<file path="src/hw/rtl/lruc_pkg.sv">
// lruc_pkg: shared sizes, operation codes and controller command type for the
// lru key-value cache. Depends on nothing; used by every module of the block.
package lruc_pkg;

    // store geometry
    localparam int CAPACITY   = 16;
    localparam int KEY_BITS   = 16;
    localparam int VALUE_BITS = 32;
    localparam int RANK_BITS  = (CAPACITY > 1) ? $clog2(CAPACITY) : 1;
    localparam int OCC_BITS   = $clog2(CAPACITY + 1);
    localparam int LIMIT_BITS = 5;

    // capacity limit after reset
    localparam logic [LIMIT_BITS-1:0] LIMIT_RESET = LIMIT_BITS'(16);

    // stream packing, rounded up to whole bytes
    localparam int IN_DATA_BITS  = ((KEY_BITS + VALUE_BITS + 7) / 8) * 8;
    localparam int OUT_DATA_BITS = ((2 + VALUE_BITS + KEY_BITS + 7) / 8) * 8;

    // operation codes
    typedef enum logic {
        KIND_GET = 1'b0,
        KIND_PUT = 1'b1
    } t_kind;

    // controller to datapath commands
    typedef struct packed {
        logic capture;  // load a new item into the item register
        logic commit;   // apply the lookup result and load the output register
    } t_dp_cmd;

endpackage

</file>
<file path="src/hw/rtl/lruc_ctrl.sv">
// lruc_ctrl: handshake controller for the lru key-value cache.
// Depends on lruc_pkg (t_dp_cmd); drives the datapath through o_cmd.
module lruc_ctrl
    import lruc_pkg::*;
(
    input  logic    i_clk,
    input  logic    i_rst_n,
    input  logic    i_in_valid,
    output logic    o_in_ready,
    output logic    o_out_valid,
    input  logic    i_out_ready,
    output t_dp_cmd o_cmd
);

    typedef enum logic {
        S_IDLE,
        S_EXEC
    } t_state;

    t_state r_state, n_state;
    logic   r_in_ready, n_in_ready;
    logic   r_out_valid, n_out_valid;
    logic   accept;
    logic   commit;

    // beat handshake and commit condition
    assign accept = i_in_valid && r_in_ready;
    assign commit = (r_state == S_EXEC) && (!r_out_valid || i_out_ready);

    // next state and registered outputs
    always_comb begin
        n_state     = r_state;
        n_in_ready  = r_in_ready;
        n_out_valid = r_out_valid;
        if (r_out_valid && i_out_ready) begin
            n_out_valid = 1'b0;
        end
        case (r_state)
            S_IDLE: begin
                if (accept) begin
                    n_state    = S_EXEC;
                    n_in_ready = 1'b0;
                end
            end
            S_EXEC: begin
                if (commit) begin
                    n_state     = S_IDLE;
                    n_in_ready  = 1'b1;
                    n_out_valid = 1'b1;
                end
            end
            default: begin
                n_state    = S_IDLE;
                n_in_ready = 1'b1;
            end
        endcase
    end

    // state and output registers
    always_ff @(posedge i_clk) begin
        if (!i_rst_n) begin
            r_state     <= S_IDLE;
            r_in_ready  <= 1'b1;
            r_out_valid <= 1'b0;
        end else begin
            r_state     <= n_state;
            r_in_ready  <= n_in_ready;
            r_out_valid <= n_out_valid;
        end
    end

    assign o_in_ready    = r_in_ready;
    assign o_out_valid   = r_out_valid;
    assign o_cmd.capture = accept;
    assign o_cmd.commit  = commit;

    // a committed item always shows a result beat next
    a_commit_shows: assert property (@(posedge i_clk) disable iff (!i_rst_n)
        commit |=> r_out_valid)
        else $error("commit did not raise output valid");

    // no second beat is taken while an item is in flight
    a_one_in_flight: assert property (@(posedge i_clk) disable iff (!i_rst_n)
        accept |=> !r_in_ready && r_state == S_EXEC)
        else $error("input ready while item in flight");

    // a stalled result is never overwritten or dropped
    a_result_held: assert property (@(posedge i_clk) disable iff (!i_rst_n)
        (r_out_valid && !i_out_ready) |=> (r_out_valid && !$past(commit)))
        else $error("stalled result lost");

endmodule

</file>
<file path="src/hw/rtl/lruc_dp.sv">
// lruc_dp: entry store, parallel key match, lru rank update and result register.
// Depends on lruc_pkg (sizes, t_kind, t_dp_cmd); commanded by lruc_ctrl.
module lruc_dp
    import lruc_pkg::*;
(
    input  logic                  i_clk,
    input  logic                  i_rst_n,
    input  t_dp_cmd               i_cmd,
    input  logic                  i_cfg_we,
    input  logic [LIMIT_BITS-1:0] i_cfg_data,
    input  logic                  i_kind,
    input  logic [KEY_BITS-1:0]   i_key,
    input  logic [VALUE_BITS-1:0] i_value,
    output logic                  o_hit,
    output logic [VALUE_BITS-1:0] o_read_value,
    output logic                  o_evicted,
    output logic [KEY_BITS-1:0]   o_evicted_key
);

    // configuration and item registers
    logic [LIMIT_BITS-1:0] r_limit;
    t_kind                 r_kind;
    logic [KEY_BITS-1:0]   r_key;
    logic [VALUE_BITS-1:0] r_value;

    // entry store
    logic [CAPACITY-1:0]   r_valid, n_valid;
    logic [KEY_BITS-1:0]   r_ekey [CAPACITY];
    logic [VALUE_BITS-1:0] r_edata [CAPACITY];
    logic [RANK_BITS-1:0]  r_erank [CAPACITY];
    logic [RANK_BITS-1:0]  n_erank [CAPACITY];
    logic [OCC_BITS-1:0]   r_occ, n_occ;

    // result registers
    logic                  r_hit;
    logic [VALUE_BITS-1:0] r_rd;
    logic                  r_ev;
    logic [KEY_BITS-1:0]   r_evk;

    // lookup signals
    logic [CAPACITY-1:0]   match;
    logic [CAPACITY-1:0]   victim;
    logic [CAPACITY-1:0]   kept;
    logic [CAPACITY-1:0]   empty;
    logic [CAPACITY-1:0]   free_oh;
    logic                  hit;
    logic                  need_evict;
    logic                  insert;
    logic [RANK_BITS-1:0]  hit_rank;
    logic [VALUE_BITS-1:0] hit_data;
    logic [KEY_BITS-1:0]   victim_key;
    logic [OCC_BITS-1:0]   limit;
    logic [OCC_BITS-1:0]   occ_m1;
    logic [RANK_BITS-1:0]  last_rank;

    // effective limit: zero acts as one, clamp to store size
    always_comb begin
        if (r_limit == '0) begin
            limit = OCC_BITS'(1);
        end else if (OCC_BITS'(r_limit) > OCC_BITS'(CAPACITY)) begin
            limit = OCC_BITS'(CAPACITY);
        end else begin
            limit = OCC_BITS'(r_limit);
        end
    end

    // least recent entry holds rank occupancy-1
    assign occ_m1    = r_occ - OCC_BITS'(1);
    assign last_rank = occ_m1[RANK_BITS-1:0];

    // parallel compare and one-hot reads
    always_comb begin
        hit_rank   = '0;
        hit_data   = '0;
        victim_key = '0;
        for (int i = 0; i < CAPACITY; i++) begin
            match[i]  = r_valid[i] && (r_ekey[i] == r_key);
            victim[i] = r_valid[i] && (r_erank[i] == last_rank);
            if (match[i]) begin
                hit_rank = hit_rank | r_erank[i];
                hit_data = hit_data | r_edata[i];
            end
            if (victim[i]) begin
                victim_key = victim_key | r_ekey[i];
            end
        end
    end

    assign hit        = |match;
    assign need_evict = !hit && (r_kind == KIND_PUT) && (r_occ >= limit) && (r_occ != '0);
    assign kept       = need_evict ? (r_valid & ~victim) : r_valid;
    // lowest free slot after eviction
    assign empty      = ~kept;
    assign free_oh    = empty & (~empty + CAPACITY'(1));
    assign insert     = !hit && (r_kind == KIND_PUT) && (|empty);

    // rank and valid update
    always_comb begin
        n_valid = r_valid;
        n_occ   = r_occ;
        for (int i = 0; i < CAPACITY; i++) begin
            n_erank[i] = r_erank[i];
            if (hit) begin
                if (match[i]) begin
                    n_erank[i] = '0;
                end else if (r_valid[i] && r_erank[i] < hit_rank) begin
                    n_erank[i] = r_erank[i] + RANK_BITS'(1);
                end
            end else if (insert) begin
                if (free_oh[i]) begin
                    n_erank[i] = '0;
                end else if (kept[i]) begin
                    n_erank[i] = r_erank[i] + RANK_BITS'(1);
                end
            end
        end
        if (insert) begin
            n_valid = kept | free_oh;
            n_occ   = need_evict ? r_occ : r_occ + OCC_BITS'(1);
        end
    end

    // configuration register
    always_ff @(posedge i_clk) begin
        if (!i_rst_n) begin
            r_limit <= LIMIT_RESET;
        end else if (i_cfg_we) begin
            r_limit <= i_cfg_data;
        end
    end

    // item register
    always_ff @(posedge i_clk) begin
        if (i_cmd.capture) begin
            r_kind  <= t_kind'(i_kind);
            r_key   <= i_key;
            r_value <= i_value;
        end
    end

    // valid bits and occupancy
    always_ff @(posedge i_clk) begin
        if (!i_rst_n) begin
            r_valid <= '0;
            r_occ   <= '0;
        end else if (i_cmd.commit) begin
            r_valid <= n_valid;
            r_occ   <= n_occ;
        end
    end

    // entry payload
    always_ff @(posedge i_clk) begin
        if (i_cmd.commit) begin
            for (int i = 0; i < CAPACITY; i++) begin
                r_erank[i] <= n_erank[i];
                if ((insert && free_oh[i]) || (r_kind == KIND_PUT && match[i])) begin
                    r_edata[i] <= r_value;
                end
                if (insert && free_oh[i]) begin
                    r_ekey[i] <= r_key;
                end
            end
        end
    end

    // result register
    always_ff @(posedge i_clk) begin
        if (i_cmd.commit) begin
            r_hit <= hit;
            r_rd  <= (hit && r_kind == KIND_GET) ? hit_data : '0;
            r_ev  <= need_evict;
            r_evk <= need_evict ? victim_key : '0;
        end
    end

    assign o_hit         = r_hit;
    assign o_read_value  = r_rd;
    assign o_evicted     = r_ev;
    assign o_evicted_key = r_evk;

    // occupancy counts the valid entries
    a_occ_count: assert property (@(posedge i_clk) disable iff (!i_rst_n)
        $countones(r_valid) == int'(r_occ))
        else $error("occupancy does not match valid bits");

    // an eviction always finds exactly one least recent entry
    a_one_victim: assert property (@(posedge i_clk) disable iff (!i_rst_n)
        (i_cmd.commit && need_evict) |-> $onehot(victim))
        else $error("eviction without a unique victim");

    // a hit touches exactly one entry
    a_one_match: assert property (@(posedge i_clk) disable iff (!i_rst_n)
        i_cmd.commit |-> $onehot0(match))
        else $error("key stored in more than one entry");

endmodule

</file>
<file path="src/hw/rtl/lru_key_value_cache.sv">
// lru_key_value_cache: top level of the fully associative lru key-value cache.
// Depends on lruc_pkg, lruc_ctrl and lruc_dp.
//
// Each request beat (get or put with a key and value) yields exactly one
// result beat. A request loads the beat into the item register, then does the
// parallel key compare and rank update across all 16 entries in the execute
// state; no new beat is accepted until that item commits. The result waits in
// an output register; while it is not taken, the next item already loaded holds
// in its execute state. Valid bits clear on reset, no clearing pass. The capacity
// limit is written on the config channel, always ready; the user must write it
// only while the cache is idle, not enforced by the block; 0 acts as 1, above 16 as 16.
module lru_key_value_cache
    import lruc_pkg::*;
(
    input  logic                     i_clk,
    input  logic                     i_rst_n,
    // request stream
    input  logic                     i_s_axis_tvalid,
    output logic                     o_s_axis_tready,
    input  logic [IN_DATA_BITS-1:0]  i_s_axis_tdata,   // key[15:0], value[47:16]
    input  logic                     i_s_axis_tuser,   // kind[0]
    // result stream
    output logic                     o_m_axis_tvalid,
    input  logic                     i_m_axis_tready,
    output logic [OUT_DATA_BITS-1:0] o_m_axis_tdata,   // hit[0], read_value[32:1],
                                                       // evicted[33], evicted_key[49:34],
                                                       // zero[55:50]
    // capacity limit write channel
    input  logic                     i_cfg_valid,
    output logic                     o_cfg_ready,
    input  logic [LIMIT_BITS-1:0]    i_cfg_data        // capacity_in_use[4:0]
);

    t_dp_cmd               cmd;
    logic                  hit;
    logic [VALUE_BITS-1:0] read_value;
    logic                  evicted;
    logic [KEY_BITS-1:0]   evicted_key;

    // config channel never stalls
    assign o_cfg_ready = 1'b1;

    // handshake controller
    lruc_ctrl u_ctrl (
        .i_clk       (i_clk),
        .i_rst_n     (i_rst_n),
        .i_in_valid  (i_s_axis_tvalid),
        .o_in_ready  (o_s_axis_tready),
        .o_out_valid (o_m_axis_tvalid),
        .i_out_ready (i_m_axis_tready),
        .o_cmd       (cmd)
    );

    // entry store and lookup
    lruc_dp u_dp (
        .i_clk         (i_clk),
        .i_rst_n       (i_rst_n),
        .i_cmd         (cmd),
        .i_cfg_we      (i_cfg_valid),
        .i_cfg_data    (i_cfg_data),
        .i_kind        (i_s_axis_tuser),
        .i_key         (i_s_axis_tdata[KEY_BITS-1:0]),
        .i_value       (i_s_axis_tdata[KEY_BITS+VALUE_BITS-1:KEY_BITS]),
        .o_hit         (hit),
        .o_read_value  (read_value),
        .o_evicted     (evicted),
        .o_evicted_key (evicted_key)
    );

    // result beat packing, zero filled to whole bytes
    assign o_m_axis_tdata = OUT_DATA_BITS'({evicted_key, evicted, read_value, hit});

endmodule

</file>
<file path="config.mk">
export PLATFORM = sky130hd
export DESIGN_NAME = lru_key_value_cache
export DESIGN_NICKNAME = d
export VERILOG_FILES = /design/src/hw/rtl/lruc_pkg.sv /design/src/hw/rtl/lruc_ctrl.sv /design/src/hw/rtl/lruc_dp.sv /design/src/hw/rtl/lru_key_value_cache.sv
export SDC_FILE = /design/constraint.sdc
export NUM_CORES = 1
export LEC_CHECK = 0
export BUFFER_PORTS_ARGS = -buffer_cell sky130_fd_sc_hd__buf_2
export CELL_PAD_IN_SITES_DETAIL_PLACEMENT = 1
export CELL_PAD_IN_SITES_GLOBAL_PLACEMENT = 2
export CORE_MARGIN = 1.5
export CORE_UTILIZATION = 45
export CTS_CLUSTER_DIAMETER = 40
export DETAILED_ROUTE_END_ITERATION = 16
export PLACE_DENSITY_LB_ADDON = 0.1
export SLEW_MARGIN = 20
export SYNTH_ARGS = -nofsm -noshare
export SYNTH_HDL_FRONTEND = slang
export SYNTH_SLANG_ARGS = --single-unit
</file>
<file path="constraint.sdc">
create_clock -name i_clk -period 10.6 [get_ports i_clk]
set_input_delay 1.59 -clock i_clk [delete_from_list [all_inputs] [get_ports i_clk]]
set_output_delay 1.59 -clock i_clk [all_outputs]
set_load 0.005 [all_outputs]
</file>
; ---- Yosys cells after proc, flatten, opt, wreduce, memory -nomap -nowiden
; Memories as Yosys holds them, arrays and structs flattened.
; Cells that the tools add are included.
[totals]
reg_bits = 128
latchBits = 0
ram_bits = 832
mem_bits_ro = 0
inputBits = 59
output_inout_bits = 59
elab_cells = 569
memories = 3
[mem_list]
columns = memory, words, word_bits, rd, rd_clocked_by_memory_dff, wr, line
row1 = u_dp.r_edata, 16, 32, 16, 0, 16, lruc_dp.sv:29  ; logic [VALUE_BITS-1:0] r_edata [CAPACITY];
row2 = u_dp.r_ekey, 16, 16, 16, 0, 1, lruc_dp.sv:28  ; logic [KEY_BITS-1:0] r_ekey [CAPACITY];
row3 = u_dp.r_erank, 16, 4, 16, 0, 16, lruc_dp.sv:30  ; logic [RANK_BITS-1:0] r_erank [CAPACITY];
[classes]
addsub = 19
multipliers = 0
n_div = 0
n_lt_le_gt_ge = 18
n_eq_ne = 34
n_shift = 0
muxes = 299
bitwise_logic = 54
n_reduce_logical = 129
[ops]
columns = cell, n
row1 = 16-bit two-way mux, 32
row2 = 32-bit two-way mux, 16
row3 = 4-bit two-way mux, 127
row4 = 32-bit OR, 15
row5 = 16-bit OR reduction, 17
row6 = 16-bit == test, 16
row7 = 16-bit OR, 16
row8 = 1-bit two-way mux, 120
row9 = 1-bit logical AND, 88
row10 = "4-bit by 1-bit adder with 4-bit output, second input constant", 16
row11 = 4-bit == test, 16
row12 = 4-bit less-than comparator, 16
row13 = 4-bit OR, 15
row14 = 16-bit inverter, 3
row15 = 16-bit bitwise AND, 2
row16 = 1-bit logical OR, 17
row17 = "16-bit by 1-bit adder with 16-bit output, second input constant", 1
row18 = 5-bit two-way mux, 2
row19 = "5-bit by 1-bit adder with 5-bit output, second input constant", 1
row20 = 5-bit >= comparator, 1
row21 = "5-bit greater-than comparator, second input constant", 1
row22 = 5-bit logical NOT, 1
row23 = 5-bit nonzero test, 1
row24 = 1-bit case mux with 2 select lines, 2
row25 = 7 further kinds, 11

; ---- Depth between registers and ports, before layout
; An unclocked memory read counts as a cell.
[depth]
depth_word = 39
mapped_depth = 17
ltp_nobuf = 14

; ---- Cells and area by module
; Synthesis repeated with hierarchy kept, for this count alone.
[unflattened]
hier_cells = 2832
area_unflattened_um2 = 41981.5
[modules_own_cells]
columns = module, instances, cells_each, area_per_inst_um2, seq_area_each_um2
row1 = lruc_dp, 1, 2805, 41757.5, 28477.3
row2 = lruc_ctrl, 1, 16, 148.9, 60.1
row3 = lru_key_value_cache, 1, 11, 75.1, 0.0

; ---- Least setup slack after synthesis
; OpenSTA, ideal clock, no wires.
[synth_timing]
kind = input to register
start = input i_m_axis_tready
end = memory u_dp.r_edata[5][0], in the netlist u_dp.r_edata[2][32] (enable)
setup_ps = 466
arrival_time_ps = 6801
required_ps = 10134
setup_slack_ps = 3334
cell_stages = 10
cell_sequence = nand2b_1 and2_1 clkbuf_1 nand2_1 nor4_4 o211a_1 buf_4 buf_6 nand2_1 o21ai_0
[synth_lines]
columns = element, line
row1 = start: declaration, lru_key_value_cache.sv:24  ; input logic i_m_axis_tready,
row2 = end: declaration, lruc_dp.sv:29

==> summary.md <==
| Metric | Value |
|---|---|
| Max-slew violation count | `0` |
| Post-synth EDFFs | `931` |
| Delay-heaviest family, CP | `simple AND/OR/NAND/NOR gates` |
| Final worst path period share | `64.8%` |
| Crit path kind | `reg -> reg` |
| # clock sinks | `960` |
| Row count | `112` |
| First-pass GRT wire length | `226000 um` |
| Most frequent CP cell | `buf_4` |
| Max-slew headroom | `18.9%` |
| Detailed router's first-iteration violation count | `3206` |
| Final nets | `3209` |
| Syn. warnings | `0` |
| I/O pin cnt | `118` |
| Setup Viol. Count Final | `0` |
| CP Data Required Time | `around 11 ns` |
| Vias in the first global route | `~30000` |
| CP peak stage delay | `1.00 ns` |
| Drc violations | `0` |
| Hold Path Class | `reg -> reg` |
| Die Span Y | `between 300 and 400 um` |
| Starting Density | `45.5%` |
| RSZ-0062 raised after global routing | `no` |
| Crit-path cells | `buf_4, xnor2_1, nand4_1, nor4_1, and3_1, or4b_1, or4_4, inv_2, o211a_1, buf_4, and2_1, a21o_2` |
| Status | `completed` |
| Grt ovf | `0` |
| Place WS | `3.88 ns` |
| Largest net degree at the start of global routing | `55` |
| Placed insts | `4184` |
| Least-Margin Pin Slew | `1.22 ns` |
| Highest clock rate | `146 MHz` |
| Die X | `310 um` |
| Synth async-reset ratio | `0%` |
| Max IR drop VDD | `0.176 mV` |
| GP Congestion | `1.05` |
| IO Port Bufs | `110` |
| Tot GR Track Use | `33.8%` |
| PwrDens | `195 nW/um^2` |
| Vias | `28900` |
| Synth unique cells | `86` |
| DR pass1 iterations | `6` |
| Pleak | `about 16 nW` |
| Share of cells above drive strength 1 | `approximately 16%` |
| Num CTS Buffers | `146` |
| Post-synthesis sequential area ratio | `67.3%` |
| Yosys top cell by area | `edfxtp_1` |
| Antenna Violating Nets Remaining | `0` |
| Crit path DAT | `7.24 ns` |
| Area share of the largest cell type after synthesis | `65.9%` |
| Synthesized area | `42400 sq um` |
| Hold_buf cts | `0` |
| Ranking of synthesized cells by area | `edfxtp_1 66%, xnor2_1 4.6%, a22o_1 2.5%, a221oi_1 2.5%, xor2_1 2.4%` |
| Initial antenna violation count | `6` |
| Synthesized area per cell | `about 15 sq um` |
| Clock Path Buffers | `3` |
| WL/cell | `36.1 um` |
| Post-CTS Setup Bufs | `0` |
| CTS resizes | `0` |
| Final Hold Viols | `0` |
| Clk_lat worst skew | `0.77 ns` |
| Fin worst setup slack | `roughly 3.7 ns` |
| Critical Path Start Type | `flip-flop` |
| CTS tree | `done` |
| Synth Flop Type | `edfxtp_1` |
| #FFs+latches synth | `960` |
| Highest-delay cell along the critical path | `and2_1` |
| Die ar. | `slightly below 100000 sq um` |
| Vias/cell | `around 6.5` |
| Max-cap violation count | `0` |
| CTS root buf | `clkbuf_16` |
| CP endpoint kind | `flip-flop` |
| Layout Cells excl Fill | `~4500` |
| Worst path bufs/invs | `3` |
| Layout area overhead | `17.0%` |
| Post-DP HPWL | `between 100000 and 150000 um` |
| CTS clk-pin slew, worst paths | `0.05 ns` |
| Max Clock Skew | `0.0419 ns` |
| Core area | `between 90000 and 100000 sq um` |
| Setup tns final | `0 ns` |
| Min Tclk post-route | `6.87 ns` |
| DRT Wirelength | `161000 um` |
| CP max FO | `32` |
| H-tree lvl count | `4` |
| Gate Count Post-Synth | `2901` |
## worst min-delay path: cells and delay by family, from the launching register on
kind             cells  cell delay, ns
DFF                  1            0.33
and+or+nand+nor      1            0.08
muxes                1            0.08
## Yosys cell counts, drive strengths merged (8+ instances only)
master and number:
and3 71, o21ai 45, or3 22, o21a 15, a22o 123, a221oi 120
nand2b 18, buf 73, xnor2 223, nor3 48, a21o 14, a21oi 38
o211a 8, nor4b 16, o22ai 9, nor3b 9, xnor3 10, xor2 118
a31oi 39, dfxtp 29, and2 17, nand2 82, nor4 26, ha 72
nor2 142, nand3 84, a222oi 20, inv 37, a22oi 127, nand4 95
clkbuf 102, edfxtp 931
## flip-flops by register name, indices dropped and copies added, names as in the netlist, 5 cells and up
register            flops
u_dp.r_erank           64
u_dp.r_edata          512
u_dp.r_valid           16
u_dp.o_evicted_key     16
u_dp.r_limit            5
u_dp.o_read_value      32
u_dp.r_key             16
u_dp.r_value           32
u_dp.r_occ              5
u_dp.r_ekey           256
## area by class of cell
cell class	count	area [sq um]
tap	1254	1570
fill	8994	43700
sequential	960	28500
antenna	2	5.00
timing repair buffer	199	1240
clock inverter	110	1400
inverter	37	139
clock buffer	157	3720
multi-input combinational	1734	13000
## final timing paths
| kind | startpoint | to | slack [ns] | cells past startpoint |
|---|---|---|---|---|
| worst max-delay path | u_dp.r_key[7] | u_dp.r_edata[0][1] | 3.73 | 12 |
| worst max register to register | u_dp.r_key[7] | u_dp.r_edata[0][1] | 3.73 | 12 |
| worst min-delay path | u_dp.r_limit[0] | u_dp.r_limit[0] | 0.53 | 2 |
| worst min register to register | u_dp.r_limit[0] | u_dp.r_limit[0] | 0.53 | 2 |
## power by group
part / leakage, nW / internal (W) / switching, W
clock: 2.47 / 0.00313 / 0.00189
sequential: 8.64 / 0.00422 / 0.0000621
combinational: 5.14 / 0.000113 / 0.000259
## routing by layer
layer / up-vias / GRT usage [%] / routed length, um
li1: 12000 / - / -
met5: - / 0 / 72
met2: 1446 / 54.0 / 75200
met3: 340 / 6.35 / 12100
met1: 15100 / 44.2 / 64800
met4: 10 / 17.1 / 8670
## per-stage QoR
step	hold WS, ns	cell area (sq um)	utilization (%)	total power (W)
2_1_floorplan	0.458	42400	-	0.00456
3_3_place_gp	0.491	44500	47.6	0.00471
3_5_place_dp	0.528	44500	47.7	0.00473
4_1_cts	0.539	49600	53.2	0.00972
5_1_grt	0.570	49600	53.2	0.00989
6_report	0.525	49600	53.2	0.00967
## logic make-up after synthesis
group	after synthesis	synth area share [%]
AND/OR/NAND/NOR	672	8.67
buffers and inverters	212	2.46
multiplexers	4	0.0944
AO/OA/AOI/OAI	623	11.5
XOR/XNOR	356	7.85
adder cells (fa/ha/maj)	72	2.12
flip-flops	960	67.3
other	2	0.0177
## cell usage in the layout (no fill, tap or decap), types with 40 or more instances in the layout
cell type  netlist  layout
edfxtp_1       931     931
xnor2_1        223     223
clkbuf_16        0     146
nor2_1         142     137
a22oi_1        127     127
a22o_1         123     122
a221oi_1       120     120
xor2_1         118     118
buf_2           20     110
nand4_1         95      95
buf_4           30      88
nand3_1         84      84
nand2_1         82      81
ha_1            72      72
and3_1          71      64
nor3_1          46      41
o21ai_0         43      40
(Power assumes the default switching activity.)
